**src/mst_pkg.sv**
```systemverilog
`timescale 1ns / 1ps
// ----------------------------------------------------------------------------
// mst_pkg
// Shared types and codes of the multi-slot timer table.
// ----------------------------------------------------------------------------
package mst_pkg;

  localparam int unsigned FIELD_TIME_W = 48;
  localparam int unsigned SLOT_W       = 4;
  localparam int unsigned CNT_W        = 32;

  localparam logic [1:0] OP_ARM     = 2'd0;
  localparam logic [1:0] OP_DESTROY = 2'd1;
  localparam logic [1:0] OP_SCAN    = 2'd2;

  localparam logic [1:0] KIND_STATUS    = 2'd0;
  localparam logic [1:0] KIND_EXPIRY    = 2'd1;
  localparam logic [1:0] KIND_SCAN_DONE = 2'd2;

  localparam int unsigned MODE_PERIODIC_BIT = 0;
  localparam int unsigned MODE_ONESHOT_BIT  = 1;

  typedef struct packed {
    logic [1:0]              op;
    logic [SLOT_W-1:0]       slot;
    logic [FIELD_TIME_W-1:0] interval_ticks;
    logic                    periodic_req;
    logic                    oneshot_req;
    logic [FIELD_TIME_W-1:0] now_ticks;
  } mst_in_t;

  typedef struct packed {
    logic [1:0]              kind;
    logic [SLOT_W-1:0]       timer_slot;
    logic                    status;
    logic [CNT_W-1:0]        fire_count;
    logic [FIELD_TIME_W-1:0] next_wake;
    logic                    last;
  } mst_out_t;

  typedef struct packed {
    logic tim_we;
    logic cnt_we;
    logic cnt_clr;
  } mst_mem_ctl_t;

  typedef enum logic [1:0] {
    ST_IDLE,
    ST_SCAN_RD,
    ST_SCAN_EV,
    ST_SCAN_END
  } mst_state_e;

endpackage

```
**src/mst_chan_if.sv**
```systemverilog
`timescale 1ns / 1ps
// ----------------------------------------------------------------------------
// mst_chan_if
// Valid/ready channel carrying one word per handshake.
// ----------------------------------------------------------------------------
interface mst_chan_if #(
  parameter type word_t = logic
) ();
  logic  valid;
  logic  ready;
  word_t payload;

  modport source (output valid, output payload, input ready);
  modport sink (input valid, input payload, output ready);
endinterface

```
**src/mst_slot_store.sv**
```systemverilog
`timescale 1ns / 1ps
// ----------------------------------------------------------------------------
// mst_slot_store
// Per-slot timing RAM (interval, expiry) and expiry count RAM with valid bits.
// ----------------------------------------------------------------------------
module mst_slot_store #(
  parameter int unsigned SLOTS = 16,
  parameter int unsigned TW    = 48,
  parameter int unsigned AW    = 4
) (
  input  logic                       clk_i,
  input  logic                       rst_ni,
  input  mst_pkg::mst_mem_ctl_t      ctl_i,
  input  logic [AW-1:0]              wr_addr_i,
  input  logic [TW-1:0]              wr_dur_i,
  input  logic [TW-1:0]              wr_exp_i,
  input  logic [mst_pkg::CNT_W-1:0]  wr_cnt_i,
  input  logic [AW-1:0]              rd_addr_i,
  output logic [TW-1:0]              rd_dur_o,
  output logic [TW-1:0]              rd_exp_o,
  output logic [mst_pkg::CNT_W-1:0]  rd_cnt_o
);
  import mst_pkg::*;

  logic [2*TW-1:0]  tim_mem [SLOTS];
  logic [CNT_W-1:0] cnt_mem [SLOTS];
  logic [SLOTS-1:0] cnt_vld_q;
  logic [2*TW-1:0]  tim_rd_q;
  logic [CNT_W-1:0] cnt_rd_q;
  logic             rd_vld_q;

  always_ff @(posedge clk_i) begin
    if (ctl_i.tim_we) begin
      tim_mem[wr_addr_i] <= {wr_dur_i, wr_exp_i};
    end
    if (ctl_i.cnt_we) begin
      cnt_mem[wr_addr_i] <= wr_cnt_i;
    end
    tim_rd_q <= tim_mem[rd_addr_i];
    cnt_rd_q <= cnt_mem[rd_addr_i];
  end

  always_ff @(posedge clk_i or negedge rst_ni) begin
    if (!rst_ni) begin
      cnt_vld_q <= '0;
      rd_vld_q  <= 1'b0;
    end else begin
      if (ctl_i.cnt_we) begin
        cnt_vld_q[wr_addr_i] <= 1'b1;
      end else if (ctl_i.cnt_clr) begin
        cnt_vld_q[wr_addr_i] <= 1'b0;
      end
      rd_vld_q <= cnt_vld_q[rd_addr_i];
    end
  end

  assign rd_dur_o = tim_rd_q[2*TW-1:TW];
  assign rd_exp_o = tim_rd_q[TW-1:0];
  assign rd_cnt_o = rd_vld_q ? cnt_rd_q : '0;

endmodule

```
**src/multi_slot_timer_table.sv**
```systemverilog
`timescale 1ns / 1ps
// Arm and destroy: the status word appears the cycle after the request is
// accepted; ignored words produce no result word.
// Scan: one slot per cycle through the slot RAM read/modify/write loop, except
// while the result side stalls an expiry word.
// Throughput: one arm or destroy per cycle while the result side is not stalled; a scan blocks input until done.
// Reset: asynchronous, clears all marks, counts and the minimum; no sweep.
// ----------------------------------------------------------------------------
// multi_slot_timer_table
// Timer slot table with arm, destroy and scan-with-expiry operations.
// ----------------------------------------------------------------------------
module multi_slot_timer_table #(
  parameter int unsigned TIMER_SLOTS = 16,
  parameter int unsigned TIME_WIDTH  = 48
) (
  input  logic              clk_i,
  input  logic              rst_ni,
  mst_chan_if.sink          req_i,
  mst_chan_if.source        rsp_o
);
  import mst_pkg::*;

  localparam int unsigned SW = (TIMER_SLOTS > 1) ? $clog2(TIMER_SLOTS) : 1;
  localparam int unsigned TW = TIME_WIDTH;

  mst_state_e state_q, state_d;

  logic [TIMER_SLOTS-1:0] armed_q;
  logic [TIMER_SLOTS-1:0] deleted_q;
  logic [1:0]             mode_q [TIMER_SLOTS];
  logic [SW-1:0]          idx_q;
  logic [TW-1:0]          now_q;
  logic [TW-1:0]          min_q;
  logic                   out_vld_q;
  mst_out_t               out_q;

  mst_in_t      req;
  logic         accept;
  logic         out_busy;
  logic         in_range;
  logic [SW-1:0] slot_idx;
  logic [TW-1:0] req_ivl;
  logic [TW-1:0] req_now;
  logic         arm_bad;

  logic [TW-1:0]    rd_dur;
  logic [TW-1:0]    rd_exp;
  logic [CNT_W-1:0] rd_cnt;

  logic          cur_arm;
  logic          cur_del;
  logic          cur_per;
  logic          fire;
  logic          stall;
  logic          take;
  logic [CNT_W-1:0] cnt_inc;

  mst_mem_ctl_t  mem_ctl;
  logic [SW-1:0] wr_addr;
  logic [TW-1:0] wr_dur;
  logic [TW-1:0] wr_exp;
  logic [SW-1:0] rd_addr;
  logic          out_load;
  mst_out_t      out_d;

  assign req      = req_i.payload;
  assign out_busy = out_vld_q && !rsp_o.ready;
  assign req_i.ready = (state_q == ST_IDLE) && !out_busy;
  assign accept   = req_i.valid && req_i.ready;
  assign in_range = 32'(req.slot) < TIMER_SLOTS;
  assign slot_idx = SW'(req.slot);
  assign req_ivl  = TW'(req.interval_ticks);
  assign req_now  = TW'(req.now_ticks);
  assign arm_bad  = !in_range || (req_ivl == '0) || (req.periodic_req == req.oneshot_req)
                    || deleted_q[slot_idx];

  assign cur_arm = armed_q[idx_q];
  assign cur_del = deleted_q[idx_q];
  assign cur_per = mode_q[idx_q][MODE_PERIODIC_BIT];
  assign fire    = cur_arm && !cur_del && (now_q >= rd_exp);
  assign stall   = fire && out_busy;
  assign take    = cur_arm && !cur_del && (!fire || cur_per);
  assign cnt_inc = rd_cnt + 1'b1;

  always_comb begin
    state_d = state_q;
    unique case (state_q)
      ST_IDLE: begin
        if (accept && req.op == OP_SCAN) begin
          state_d = ST_SCAN_RD;
        end
      end
      ST_SCAN_RD: state_d = ST_SCAN_EV;
      ST_SCAN_EV: begin
        if (!stall && idx_q == '0) begin
          state_d = ST_SCAN_END;
        end
      end
      ST_SCAN_END: begin
        if (!out_busy) begin
          state_d = ST_IDLE;
        end
      end
      default: state_d = ST_IDLE;
    endcase
  end

  always_comb begin
    mem_ctl  = '0;
    wr_addr  = idx_q;
    wr_dur   = rd_dur;
    wr_exp   = TW'(now_q + rd_dur);
    rd_addr  = idx_q;
    out_load = 1'b0;
    out_d    = '0;
    unique case (state_q)
      ST_IDLE: begin
        wr_addr = slot_idx;
        wr_dur  = req_ivl;
        wr_exp  = TW'(req_now + req_ivl);
        if (accept && (req.op == OP_ARM || req.op == OP_DESTROY)) begin
          out_load         = 1'b1;
          out_d.kind       = KIND_STATUS;
          out_d.timer_slot = req.slot;
          out_d.last       = 1'b1;
          if (req.op == OP_ARM) begin
            out_d.status   = arm_bad;
            mem_ctl.tim_we = !arm_bad;
          end else begin
            out_d.status = !in_range;
          end
        end
      end
      ST_SCAN_RD: ;
      ST_SCAN_EV: begin
        if (!stall) begin
          if (idx_q != '0) begin
            rd_addr = idx_q - 1'b1;
          end
          mem_ctl.cnt_clr = cur_del;
          if (fire) begin
            mem_ctl.cnt_we   = 1'b1;
            mem_ctl.tim_we   = cur_per;
            out_load         = 1'b1;
            out_d.kind       = KIND_EXPIRY;
            out_d.timer_slot = SLOT_W'(idx_q);
            out_d.fire_count = cnt_inc;
          end
        end
      end
      ST_SCAN_END: begin
        if (!out_busy) begin
          out_load        = 1'b1;
          out_d.kind      = KIND_SCAN_DONE;
          out_d.next_wake = FIELD_TIME_W'(min_q);
          out_d.last      = 1'b1;
        end
      end
      default: ;
    endcase
  end

  mst_slot_store #(
    .SLOTS (TIMER_SLOTS),
    .TW    (TW),
    .AW    (SW)
  ) u_store (
    .clk_i     (clk_i),
    .rst_ni    (rst_ni),
    .ctl_i     (mem_ctl),
    .wr_addr_i (wr_addr),
    .wr_dur_i  (wr_dur),
    .wr_exp_i  (wr_exp),
    .wr_cnt_i  (cnt_inc),
    .rd_addr_i (rd_addr),
    .rd_dur_o  (rd_dur),
    .rd_exp_o  (rd_exp),
    .rd_cnt_o  (rd_cnt)
  );

  always_ff @(posedge clk_i or negedge rst_ni) begin
    if (!rst_ni) begin
      state_q   <= ST_IDLE;
      armed_q   <= '0;
      deleted_q <= '0;
      for (int i = 0; i < TIMER_SLOTS; i++) begin
        mode_q[i] <= '0;
      end
      idx_q     <= '0;
      min_q     <= '0;
      out_vld_q <= 1'b0;
    end else begin
      state_q <= state_d;
      if (accept && in_range) begin
        if (req.op == OP_ARM && !arm_bad) begin
          armed_q[slot_idx] <= 1'b1;
          mode_q[slot_idx]  <= mode_q[slot_idx] | {req.oneshot_req, req.periodic_req};
        end else if (req.op == OP_DESTROY) begin
          armed_q[slot_idx]   <= 1'b0;
          deleted_q[slot_idx] <= 1'b1;
        end
      end
      if (accept && req.op == OP_SCAN) begin
        idx_q <= SW'(TIMER_SLOTS - 1);
        min_q <= '0;
      end
      if (state_q == ST_SCAN_EV && !stall) begin
        if (idx_q != '0) begin
          idx_q <= idx_q - 1'b1;
        end
        if (cur_del) begin
          deleted_q[idx_q] <= 1'b0;
          armed_q[idx_q]   <= 1'b0;
          mode_q[idx_q]    <= '0;
        end else if (fire && !cur_per) begin
          armed_q[idx_q] <= 1'b0;
        end
        if (take && (min_q == '0 || min_q > rd_dur)) begin
          min_q <= rd_dur;
        end
      end
      if (out_load) begin
        out_vld_q <= 1'b1;
      end else if (rsp_o.ready) begin
        out_vld_q <= 1'b0;
      end
    end
  end

  always_ff @(posedge clk_i) begin
    if (accept && req.op == OP_SCAN) begin
      now_q <= req_now;
    end
    if (out_load) begin
      out_q <= out_d;
    end
  end

  assign rsp_o.valid   = out_vld_q;
  assign rsp_o.payload = out_q;

endmodule

```
**src/flat_wrapper.sv**
```systemverilog
// flat-port wrapper written by rule: the top's interface ports become plain ports
module multi_slot_timer_table_flat import mst_pkg::*;
#(
  parameter int unsigned TIMER_SLOTS = 16,
  parameter int unsigned TIME_WIDTH  = 48
)
  (clk_i, rst_ni, req_i_valid, req_i_payload, req_i_ready, rsp_o_valid, rsp_o_payload, rsp_o_ready);
  mst_chan_if req_i_i ();
  mst_chan_if rsp_o_i ();
  input  logic clk_i;
  input  logic rst_ni;
  input wire logic [$bits(req_i_i.valid)-1:0] req_i_valid;
  input wire logic [$bits(req_i_i.payload)-1:0] req_i_payload;
  output wire logic [$bits(req_i_i.ready)-1:0] req_i_ready;
  output wire logic [$bits(rsp_o_i.valid)-1:0] rsp_o_valid;
  output wire logic [$bits(rsp_o_i.payload)-1:0] rsp_o_payload;
  input wire logic [$bits(rsp_o_i.ready)-1:0] rsp_o_ready;
  assign req_i_i.valid = req_i_valid;
  assign req_i_i.payload = req_i_payload;
  assign req_i_ready = req_i_i.ready;
  assign rsp_o_valid = rsp_o_i.valid;
  assign rsp_o_payload = rsp_o_i.payload;
  assign rsp_o_i.ready = rsp_o_ready;
  multi_slot_timer_table #(.TIMER_SLOTS(TIMER_SLOTS), .TIME_WIDTH(TIME_WIDTH)) u_core (.clk_i(clk_i), .rst_ni(rst_ni), .req_i(req_i_i), .rsp_o(rsp_o_i));
endmodule
```
**config.mk**
```make
export PLATFORM = sky130hd
export DESIGN_NAME = multi_slot_timer_table_flat
export DESIGN_NICKNAME = d
export VERILOG_FILES = /design/src/mst_pkg.sv /design/src/mst_chan_if.sv /design/src/mst_slot_store.sv /design/src/multi_slot_timer_table.sv /design/src/flat_wrapper.sv
export SDC_FILE = /design/constraint.sdc
export NUM_CORES = 1
export LEC_CHECK = 0
export ABC_AREA = 1
export BUFFER_PORTS_ARGS = -buffer_cell sky130_fd_sc_hd__buf_2
export CORE_AREA = 2 2 39 41
export CTS_CLUSTER_DIAMETER = 60
export DETAILED_ROUTE_END_ITERATION = 7
export DIE_AREA = 0 0 41 43
export SETUP_SLACK_MARGIN = 0.02
export SLEW_MARGIN = 20
export SYNTH_ARGS = -nofsm -noshare
export SYNTH_HDL_FRONTEND = slang
export SYNTH_SLANG_ARGS = --single-unit
```
**constraint.sdc**
```tcl
create_clock -name clk_i -period 1.6 [get_ports clk_i]
set_input_delay 0.32 -clock clk_i [delete_from_list [all_inputs] [get_ports clk_i]]
set_output_delay 0.32 -clock clk_i [all_outputs]
set_load 0.03 [all_outputs]
```
==> results.yml, run 1 <==
run_status:
  status: "finished clean"
die:
  dieWidth_um: 41
  die_h_um: 43
  dieArea_um2: 1763
  start_util_pct: 33.63
  ios: 8
  core-area_um2: 1384
  rows: 14
pwr:
  leakage_uw: 0.0003512
  power_density_nw_per_um2: 691.9
  power_uw: 402.6
  irDropWorstVdd_mv: 0.4826
critical_path:
  crit_arrival_ns: 1.16
  path_max_fanout: 3
  worstSetupStartpointType: "register"
  max_stage_delay_ns: 0.39
  worstSetupPathType: "register to output pin"
  crit_top_cell: "inv_1"
  worstPathCellList: "inv_1, ha_4, inv_1, nor2_1, buf_4"
  slowest_stage: "dfrtp_1"
  required_ns: 1.28
  ff2ff_setup_slack_ns: 0.26
  rr_worst_depth: 4
  endpoint_kind: "output pin"
logic_synthesis:
  ys.flop_type: "dfrtp_1"
  yosys_register_bits: 8
  synth_commonest_cells: "nand2_1 (17), inv_1 (10), dfrtp_1 (7)"
  yosysTopAreaCell: "dfrtp_1"
  synthDominantCellAreaShare_pct: 37.63
  syn_inst: 57
  yosysSeqAreaShare_pct: 44.09
  yosysMostFrequentCell: "nand2_1"
  post_synth.cell_area_avg_um2: 8.166
  synth_cell_types: 15
  synthArstFlopShare_pct: 87.50
  synth-edff-count: 1
  ys_warn_count: 0
  synth_area_leaders: "dfrtp_1 (38%), nand2_1 (14%), ha_1 (13%)"
  syn_area_um2: 465.4
  syn_nets: 67
clock_tree:
  cts_buffer_depth: 2
  clock_latency_ns: 0.25
  cts-htree-levels: 1
  cts-root-buf: "clkbuf_4"
  cts_num_sinks: 8
  cts_tree: "yes"
  cts.clk_slew.worst_paths_ns: 0.06
  numCtsBuffers: 3
finish:
  nFillCells: 149
  syn_to_final_growth_pct: 25.00
  diodes: 0
  drive_gt1_share_pct: 25.71
  nets: 81
global_routing:
  antenna_found_initial: 0
  grt_max_degree: 10
  grt_pass1_wl_um: 1124
  track_usage_pct: 10.00
  grt_pass1_vias: 301
  globalRouteOverflowTotal: 0
drt:
  wl_met1_um: 326
  viasPerCell: 4.047
  wire_per_inst_um: 7.837
  highest_layer: "met3"
  first_pass_iters: 1
  antenna_left: 0
  met3_length_um: 26
  vias: 348
  drt-initial-drc-count: 0
  drc: 0
  routed-wl-met2_um: 321
  routed_wl_um: 674
timing:
  fin_setup_tns_ns: 0
  hold_ws_ns: 0.3356
  finClkSkew_ns: 0.01128
  setup_viol: 0
  relSlewSlack_pct: 88.01
  fin_ws_ns: 0.1234
  slew_violations: 0
  fin_crit_ns: 1.477
  final_hold_viol_count: 0
  worstMarginPinSlew_ns: 0.1798
  post-route-period-util_pct: 92.29
  rsz0062_at_grt: "false"
  fmax_mhz: 677.2
placed_design:
  post-place-ws_ns: 0.2019
  dpl.hpwl_um: 537.4
  globalplace.congestion: 0.7026
  port_buffers: 6
min_path:
  holdPathStages: 4
  hold_class: "input port to register"
flow_run:
  cap_violations: 0
worst max-delay path: cells and delay by family (launching register included):
kind / cells / cell delay (ns)
simple gates: 1 / 0.08
flops: 1 / 0.39
buf+inv: 3 / 0.30
fa+ha+maj: 1 / 0.14
placed cells by master (no fill, tap or decap), drive strengths merged:
master / instances
buf: 8
dlygate4sd3: 1
o21ai: 2
xor2: 1
a21oi: 1
dfrtp: 7
nand3: 5
or2: 1
edfxtp: 1
ha: 5
inv: 12
clkbuf: 4
nand2: 19
nor2: 3
sequential cells by signal, summed over array words and instances (netlist names):
register              count
u_core.idx_q              4
u_core.state_q            2
u_core.rsp_o.payload      1
u_core.rsp_o.valid        1
logic make-up (layout without fill, tap and decap cells):
group                    count (synthesis)  after routing  synth area share (%)
AND/OR/NAND/NOR                         28             28                 27.69
buffers and inverters                   12             25                 9.679
flip-flops                               8              8                 44.09
adder cells (fa/ha/maj)                  5              5                 13.44
AO/OA/AOI/OAI                            3              3                 3.225
XOR/XNOR                                 1              1                 1.882
routing by layer:
layer,vias up,global-route usage (%)
li1,195,-
met3,0,7.853
met5,-,0
met4,0,4.000
met2,6,13.75
met1,147,11.15
power by group:
part	switching, µW	total [µW]	internal [µW]
sequential	1.53	212	210
clock	64.0	159	95.1
combinational	20.4	31.9	11.5
final timing paths:
kind / startpoint / endpoint
max reg2reg: u_core.state_q[1] / u_core.rsp_o.payload
min in group asynchronous: rst_ni / u_core.idx_q[0]
max in group asynchronous: rst_ni / u_core.state_q[0]
min reg2reg: u_core.idx_q[1] / u_core.idx_q[1]
min: rsp_o_ready / u_core.rsp_o.valid
max: u_core.state_q[1] / req_i_ready
area by class of cell:
cell class / count / area, µm² / area share [%]
Timing Repair Buffer: 9 / 57.56 / 9.892
Multi-Input combinational cell: 37 / 227.7 / 39.14
Tap cell: 16 / 20.02 / 3.441
Clock buffer: 4 / 26.28 / 4.516
Sequential cell: 8 / 205.2 / 35.27
Inverter: 12 / 45.04 / 7.742
metrics by stage:
stage	std cells	utilization [%]	cell area, µm²
after CTS	84	39.87	551.8
final	86	42.04	581.8
after floorplan	57	-	465.4
after global routing	86	42.04	581.8
after detailed placement	79	37.25	515.5
after global placement	79	37.25	515.5
timing repair:
action / 4_1_cts / 5_1_grt
endpoints found under the setup margin: 0 / 1
hold buffers: 1 / 0
buffers inserted: 0 / 2
hold endpoints to repair: 7 / 0
resized for setup: 0 / 5
Power figures use the tool's default switching activity.
==> inputs of run 2 (changes only) <==
--- a/config.mk
+++ b/config.mk
@@ -7,10 +7,14 @@
 export LEC_CHECK = 0
 export ABC_AREA = 1
 export BUFFER_PORTS_ARGS = -buffer_cell sky130_fd_sc_hd__buf_2
+export CELL_PAD_IN_SITES_DETAIL_PLACEMENT = 1
+export CELL_PAD_IN_SITES_GLOBAL_PLACEMENT = 1
 export CORE_AREA = 2 2 39 41
+export CTS_BUF_LIST = sky130_fd_sc_hd__clkbuf_8 sky130_fd_sc_hd__clkbuf_16
 export CTS_CLUSTER_DIAMETER = 60
 export DETAILED_ROUTE_END_ITERATION = 7
 export DIE_AREA = 0 0 41 43
+export PLACE_DENSITY_LB_ADDON = 0.1
 export SETUP_SLACK_MARGIN = 0.02
 export SLEW_MARGIN = 20
 export SYNTH_ARGS = -nofsm -noshare
==> run 2 against run 1 <==
Hold slack better by 0.019 ns. Sequential share of layout area is 0.82 points lower. Final cell count is 1.2% higher. Design area is 3.0% higher. Combinational power is 2% higher.
==> results.yml, run 2 (same netlist as run 1, synthesis figures left out) <==
timing:
  finClkSkew_ns: 0.009389
  fin_crit_ns: 1.517
  fin_ws_ns: 0.08291
  relSlewSlack_pct: 88.40
  post-route-period-util_pct: 94.82
  setup_viol: 0
  fmax_mhz: 659.2
  hold_ws_ns: 0.3548
  slew_violations: 0
  worstMarginPinSlew_ns: 0.1739
  rsz0062_at_grt: "false"
  fin_setup_tns_ns: 0
  final_hold_viol_count: 0
clock_tree:
  clock_latency_ns: 0.23
  cts_tree: "yes"
  numCtsBuffers: 3
  cts_buffer_depth: 2
  cts-htree-levels: 1
  cts_num_sinks: 8
  cts.clk_slew.worst_paths_ns: 0.05
  cts-root-buf: "clkbuf_8"
global_routing:
  grt_max_degree: 10
  grt_use_met3_pct: 6.283
  grt_use_met1_pct: 15.21
  track_usage_pct: 12.27
  met2_usage_pct: 15.94
  globalRouteOverflowTotal: 0
  grt-busiest-layer: "met2"
  grt_pass1_wl_um: 1386
  antenna_found_initial: 0
  grt_pass1_vias: 356
die:
  dieWidth_um: 41
  start_util_pct: 33.63
  dieArea_um2: 1763
  ios: 8
  die_h_um: 43
  core-area_um2: 1384
  rows: 14
critical_path:
  path_max_fanout: 4
  crit_family: "flip-flops"
  slowest_stage: "dfrtp_1"
  path_buf_inv: 3
  required_ns: 1.28
  regToRegStartpoint: "u_core.state_q[0]"
  endpoint_kind: "output pin"
  worstSetupStartpointType: "register"
  max_stage_delay_ns: 0.42
  worstSetupPathType: "register to output pin"
  crit_arrival_ns: 1.20
  worstPathCellList: "inv_2, ha_2, inv_1, nor2_1, buf_4"
  setup.worst_path.start: "u_core.state_q[0]"
finish:
  diodes: 0
  regMostFlops: "u_core.idx_q"
  syn_to_final_growth_pct: 28.76
  drive_gt1_share_pct: 28.17
  layout_common_cells: "nand2_1 (17), inv_1 (10), dfrtp_1 (6), buf_2 (5)"
  utilization_pct: 43.31
  largest_reg_flops: 4
  nets: 82
  regArea_um2: 206.4
  nFillCells: 172
  layout_commonest_cell: "nand2_1"
  top_regs: "u_core.idx_q (4), u_core.state_q (2)"
  multi_input_area_um2: 217.7
flow_run:
  cap_violations: 0
placed_design:
  globalplace.congestion: 0.6724
  port_buffers: 6
  post-place-ws_ns: 0.1750
  dpl.hpwl_um: 624.8
min_path:
  min-delay-start: "rsp_o_ready"
  hold_class: "input port to register"
run_status:
  status: "finished clean"
pwr:
  power_uw: 496.9
  power_density_nw_per_um2: 829.1
  leakage_uw: 0.0003659
  irDropWorstVdd_mv: 0.4184
drt:
  viasPerCell: 4.207
  wire_per_inst_um: 9.782
  drc: 0
  antenna_left: 0
  drt-initial-drc-count: 2
  first_pass_iters: 2
  routed_wl_um: 851
  vias: 366
[run 2: through the flow]
stage / std cells / area, µm²
floorplan: 57 / 465.4
global placement: 79 / 515.5
CTS: 84 / 570.5
detailed placement: 79 / 515.5
finish: 87 / 599.3
global route: 87 / 599.3
[run 2: layout make-up]
type | count | share of cell area (%)
Clock buffer | 3 | 6.889
Clock inverter | 1 | 0.6263
Inverter | 12 | 7.516
Multi-Input combinational cell | 37 | 36.33
Sequential cell | 8 | 34.45
Tap cell | 16 | 3.340
Timing Repair Buffer | 10 | 10.86
[run 2: repair_timing]
action / in CTS / in global routing
buffers inserted: 0 / 3
hold endpoints to repair: 7 / 0
resized for setup: 0 / 5
hold buffers: 1 / 0
endpoints found under the setup margin: 0 / 1
[run 2: worst paths after layout]
path	slack, ns	end	depth (start not counted)
worst max register to register	0.18	u_core.rsp_o.payload	4
worst min-delay path	0.35	u_core.rsp_o.valid	4
worst max-delay path	0.08	req_i_ready	5
max in group asynchronous	0.98	u_core.state_q[1]	2
worst min register to register	0.52	u_core.rsp_o.valid	2
min in group asynchronous	0.44	u_core.idx_q[2]	2
[run 2: where the power goes]
group          total (µW)  internal (µW)  leakage [µW]  switching (µW)
logic                32.6           11.5      0.000236            21.2
registers             212            210      0.000103            1.50
clock network         252            167     0.0000269            85.6
total                 497            389      0.000366             108
[run 2: routing by layer]
metal	up-vias	share of wire [%]
li1	197	-
met1	163	49
met2	6	46
met3	0	5.2
met4	0	0
met5	-	0
[run 2: tightest hold or removal path: stages]
cell and delay, ns:
buf_2 0.08, inv_1 0.04, nand2_1 0.06, nand2_1 0.05
==> inputs of run 3 (changes only) <==
--- a/config.mk
+++ b/config.mk
@@ -9,11 +9,10 @@
 export BUFFER_PORTS_ARGS = -buffer_cell sky130_fd_sc_hd__buf_2
 export CELL_PAD_IN_SITES_DETAIL_PLACEMENT = 1
 export CELL_PAD_IN_SITES_GLOBAL_PLACEMENT = 1
-export CORE_AREA = 2 2 39 41
-export CTS_BUF_LIST = sky130_fd_sc_hd__clkbuf_8 sky130_fd_sc_hd__clkbuf_16
+export CORE_AREA = 2 2 41 43
 export CTS_CLUSTER_DIAMETER = 60
 export DETAILED_ROUTE_END_ITERATION = 7
-export DIE_AREA = 0 0 41 43
+export DIE_AREA = 0 0 43 45
 export PLACE_DENSITY_LB_ADDON = 0.1
 export SETUP_SLACK_MARGIN = 0.02
 export SLEW_MARGIN = 20
==> constraint.sdc (replaced) <==
create_clock -name clk_i -period 1.2 [get_ports clk_i]
set_input_delay 0.24 -clock clk_i [delete_from_list [all_inputs] [get_ports clk_i]]
set_output_delay 0.24 -clock clk_i [all_outputs]
set_load 0.03 [all_outputs]
==> run 3 against run 2 <==
The run now ends with negative setup slack left. Hold slack worse by 0.091 ns. Register-to-register slack worse by 0.32 ns. Die area rose by 9.8%. Sequential cell count did not move. Clock skew fell by 0.0030 ns. Wire length increased by 16%.
==> results.yml, run 3 (same netlist as run 1, synthesis figures left out) <==
placed_design:
  post-place-ws_ns: -0.1947
  dp.cells: 85
  dpl.hpwl_um: 734.5
  globalplace.congestion: 0.6561
  port_buffers: 6
critical_path:
  setup.worst_path.start: "u_core.state_q[1]"
  endpoint_kind: "output pin"
  path_max_fanout: 2
  required_ns: 0.96
  worstSetupPathType: "register to output pin"
  ff2ff_setup_slack_ns: -0.14
  worstSetupStartpointType: "register"
  timing.rr.end: "u_core.rsp_o.payload"
  regToRegStartpoint: "u_core.state_q[1]"
  crit_arrival_ns: 1.11
  worstSetupEndpoint: "req_i_ready"
  rr_worst_depth: 5
timing:
  worstMarginPinSlew_ns: 0.1713
  fmax_mhz: 738.7
  final_hold_viol_count: 0
  post-route-period-util_pct: 112.8
  finClkSkew_ns: 0.006419
  setup_viol: 9
  fin_setup_tns_ns: -0.8022
  fin_crit_ns: 1.354
  slew_violations: 0
  rsz0062_at_grt: "true"
  fin_ws_ns: -0.1538
  relSlewSlack_pct: 88.58
pwr:
  power_switching_uw: 125.8
  p_clk_share_pct: 40.1
  power_density_nw_per_um2: 800.1
  swShare_pct: 22.85
  leakage_uw: 0.0004044
  seqPwrFrac_pct: 51.2
  p_int_uw: 424.8
  comb_power_share_pct: 8.7
  power_uw: 550.6
  irDropWorstVdd_mv: 0.4241
finish:
  layout_common_cells: "nand2_1 (15), buf_4 (9), dfrtp_1 (7), inv_2 (6), inv_1 (6)"
  layout_commonest_cell: "nand2_1"
  finalNonFillerCells: 95
  syn_to_final_growth_pct: 47.85
  largest_reg_flops: 4
  diodes: 0
  nets: 90
  drive_gt1_share_pct: 46.84
  top_regs: "u_core.idx_q (4), u_core.state_q (2)"
  regMostFlops: "u_core.idx_q"
clock_tree:
  cts.clk_slew.worst_paths_ns: 0.06
  cts-htree-levels: 1
  cts_num_sinks: 8
  cts-root-buf: "clkbuf_4"
  cts_tree: "yes"
  cts_buffer_depth: 2
  numCtsBuffers: 3
  clock_latency_ns: 0.26
drt:
  antenna_left: 0
  wire_per_inst_um: 10.37
  drc: 0
  routed_wl_um: 985
  first_pass_iters: 3
  viasPerCell: 4.389
  vias: 417
  drt-initial-drc-count: 1
global_routing:
  antenna_found_initial: 0
  grt_max_degree: 8
  track_usage_pct: 13.72
  grt_pass1_wl_um: 1883
  globalRouteOverflowTotal: 0
  grt_pass1_vias: 439
die:
  die_h_um: 45
  start_util_pct: 31.63
  ios: 8
  dieWidth_um: 43
  core-area_um2: 1471
  rows: 14
  dieArea_um2: 1935
min_path:
  min-delay-start: "rsp_o_ready"
  hold_class: "input port to register"
run_status:
  status: "finished, violations left"
  failed_checks: "negative setup slack"
flow_run:
  cap_violations: 0
[run 3: changes by cell type in the layout (fill, tap and decap cells not counted), sizes merged]
cell,before,now
inv,13,12
buf,9,16
nand2,19,20
clkbuf,3,4
[run 3: worst max-delay path: stages, from the launching register on]
cell and delay [ns]:
dfrtp_1 0.40, inv_2 0.08, ha_4 0.13, inv_2 0.04, nor2_2 0.09, buf_6 0.14
[run 3: cell type report]
type                       count  area [µm²]
sequential                     8       205.2
inverter                      12       45.04
multi-input combinational     38       266.5
clock buffer                   4       26.28
tap                           16       20.02
timing repair buffer          17       125.1
fill                         182       783.3
[run 3: per-stage QoR]
step | util, % | hold slack [ns] | instance area (µm²)
after floorplan | - | -0.05559 | 467.9
after global placement | 38.27 | 0.09281 | 563.0
after detailed placement | 38.27 | 0.09206 | 563.0
after CTS | 45.15 | 0.2589 | 664.4
after global routing | 46.77 | 0.2785 | 688.2
final | 46.77 | 0.2637 | 688.2
[run 3: layer usage]
metal | wire, µm | up-vias | part of all wire, % | track usage [%]
li1 | - | 216 | - | -
met1 | 432 | 194 | 44 | 14.96
met2 | 503 | 7 | 51 | 24.55
met3 | 49 | 0 | 5.0 | 6.000
met4 | 0 | 0 | 0 | 3.636
met5 | 0 | - | 0 | 0
[run 3: repair_timing]
action                                 4_1_cts  5_1_grt
resized for setup                           12        5
setup endpoints to repair                    8       10
hold buffers                                 1        0
cloned                                       1        0
endpoints found under the hold margin        7        0
buffers inserted                             3        1
pin swaps                                    5        1
[run 3: worst min-delay path by stage]
stage,slack [ns],depth (start not counted),endpoint
final,0.26,4,u_core.rsp_o.valid
after global routing,0.28,4,u_core.rsp_o.valid
after CTS,0.26,4,u_core.rsp_o.valid
after detailed placement,0.09,1,u_core.rsp_o.valid
after global placement,0.09,1,u_core.rsp_o.valid
after floorplan,-0.06,0,u_core.idx_q[0]
[run 3: power by group through the flow]
stage	clock, µW	combinational, µW	sequential [µW]
after CTS	235	49.0	282
after global placement	0	41.1	287
after detailed placement	0	41.7	287
after floorplan	0	14.6	296
after global routing	244	52.0	282
final	221	47.6	282
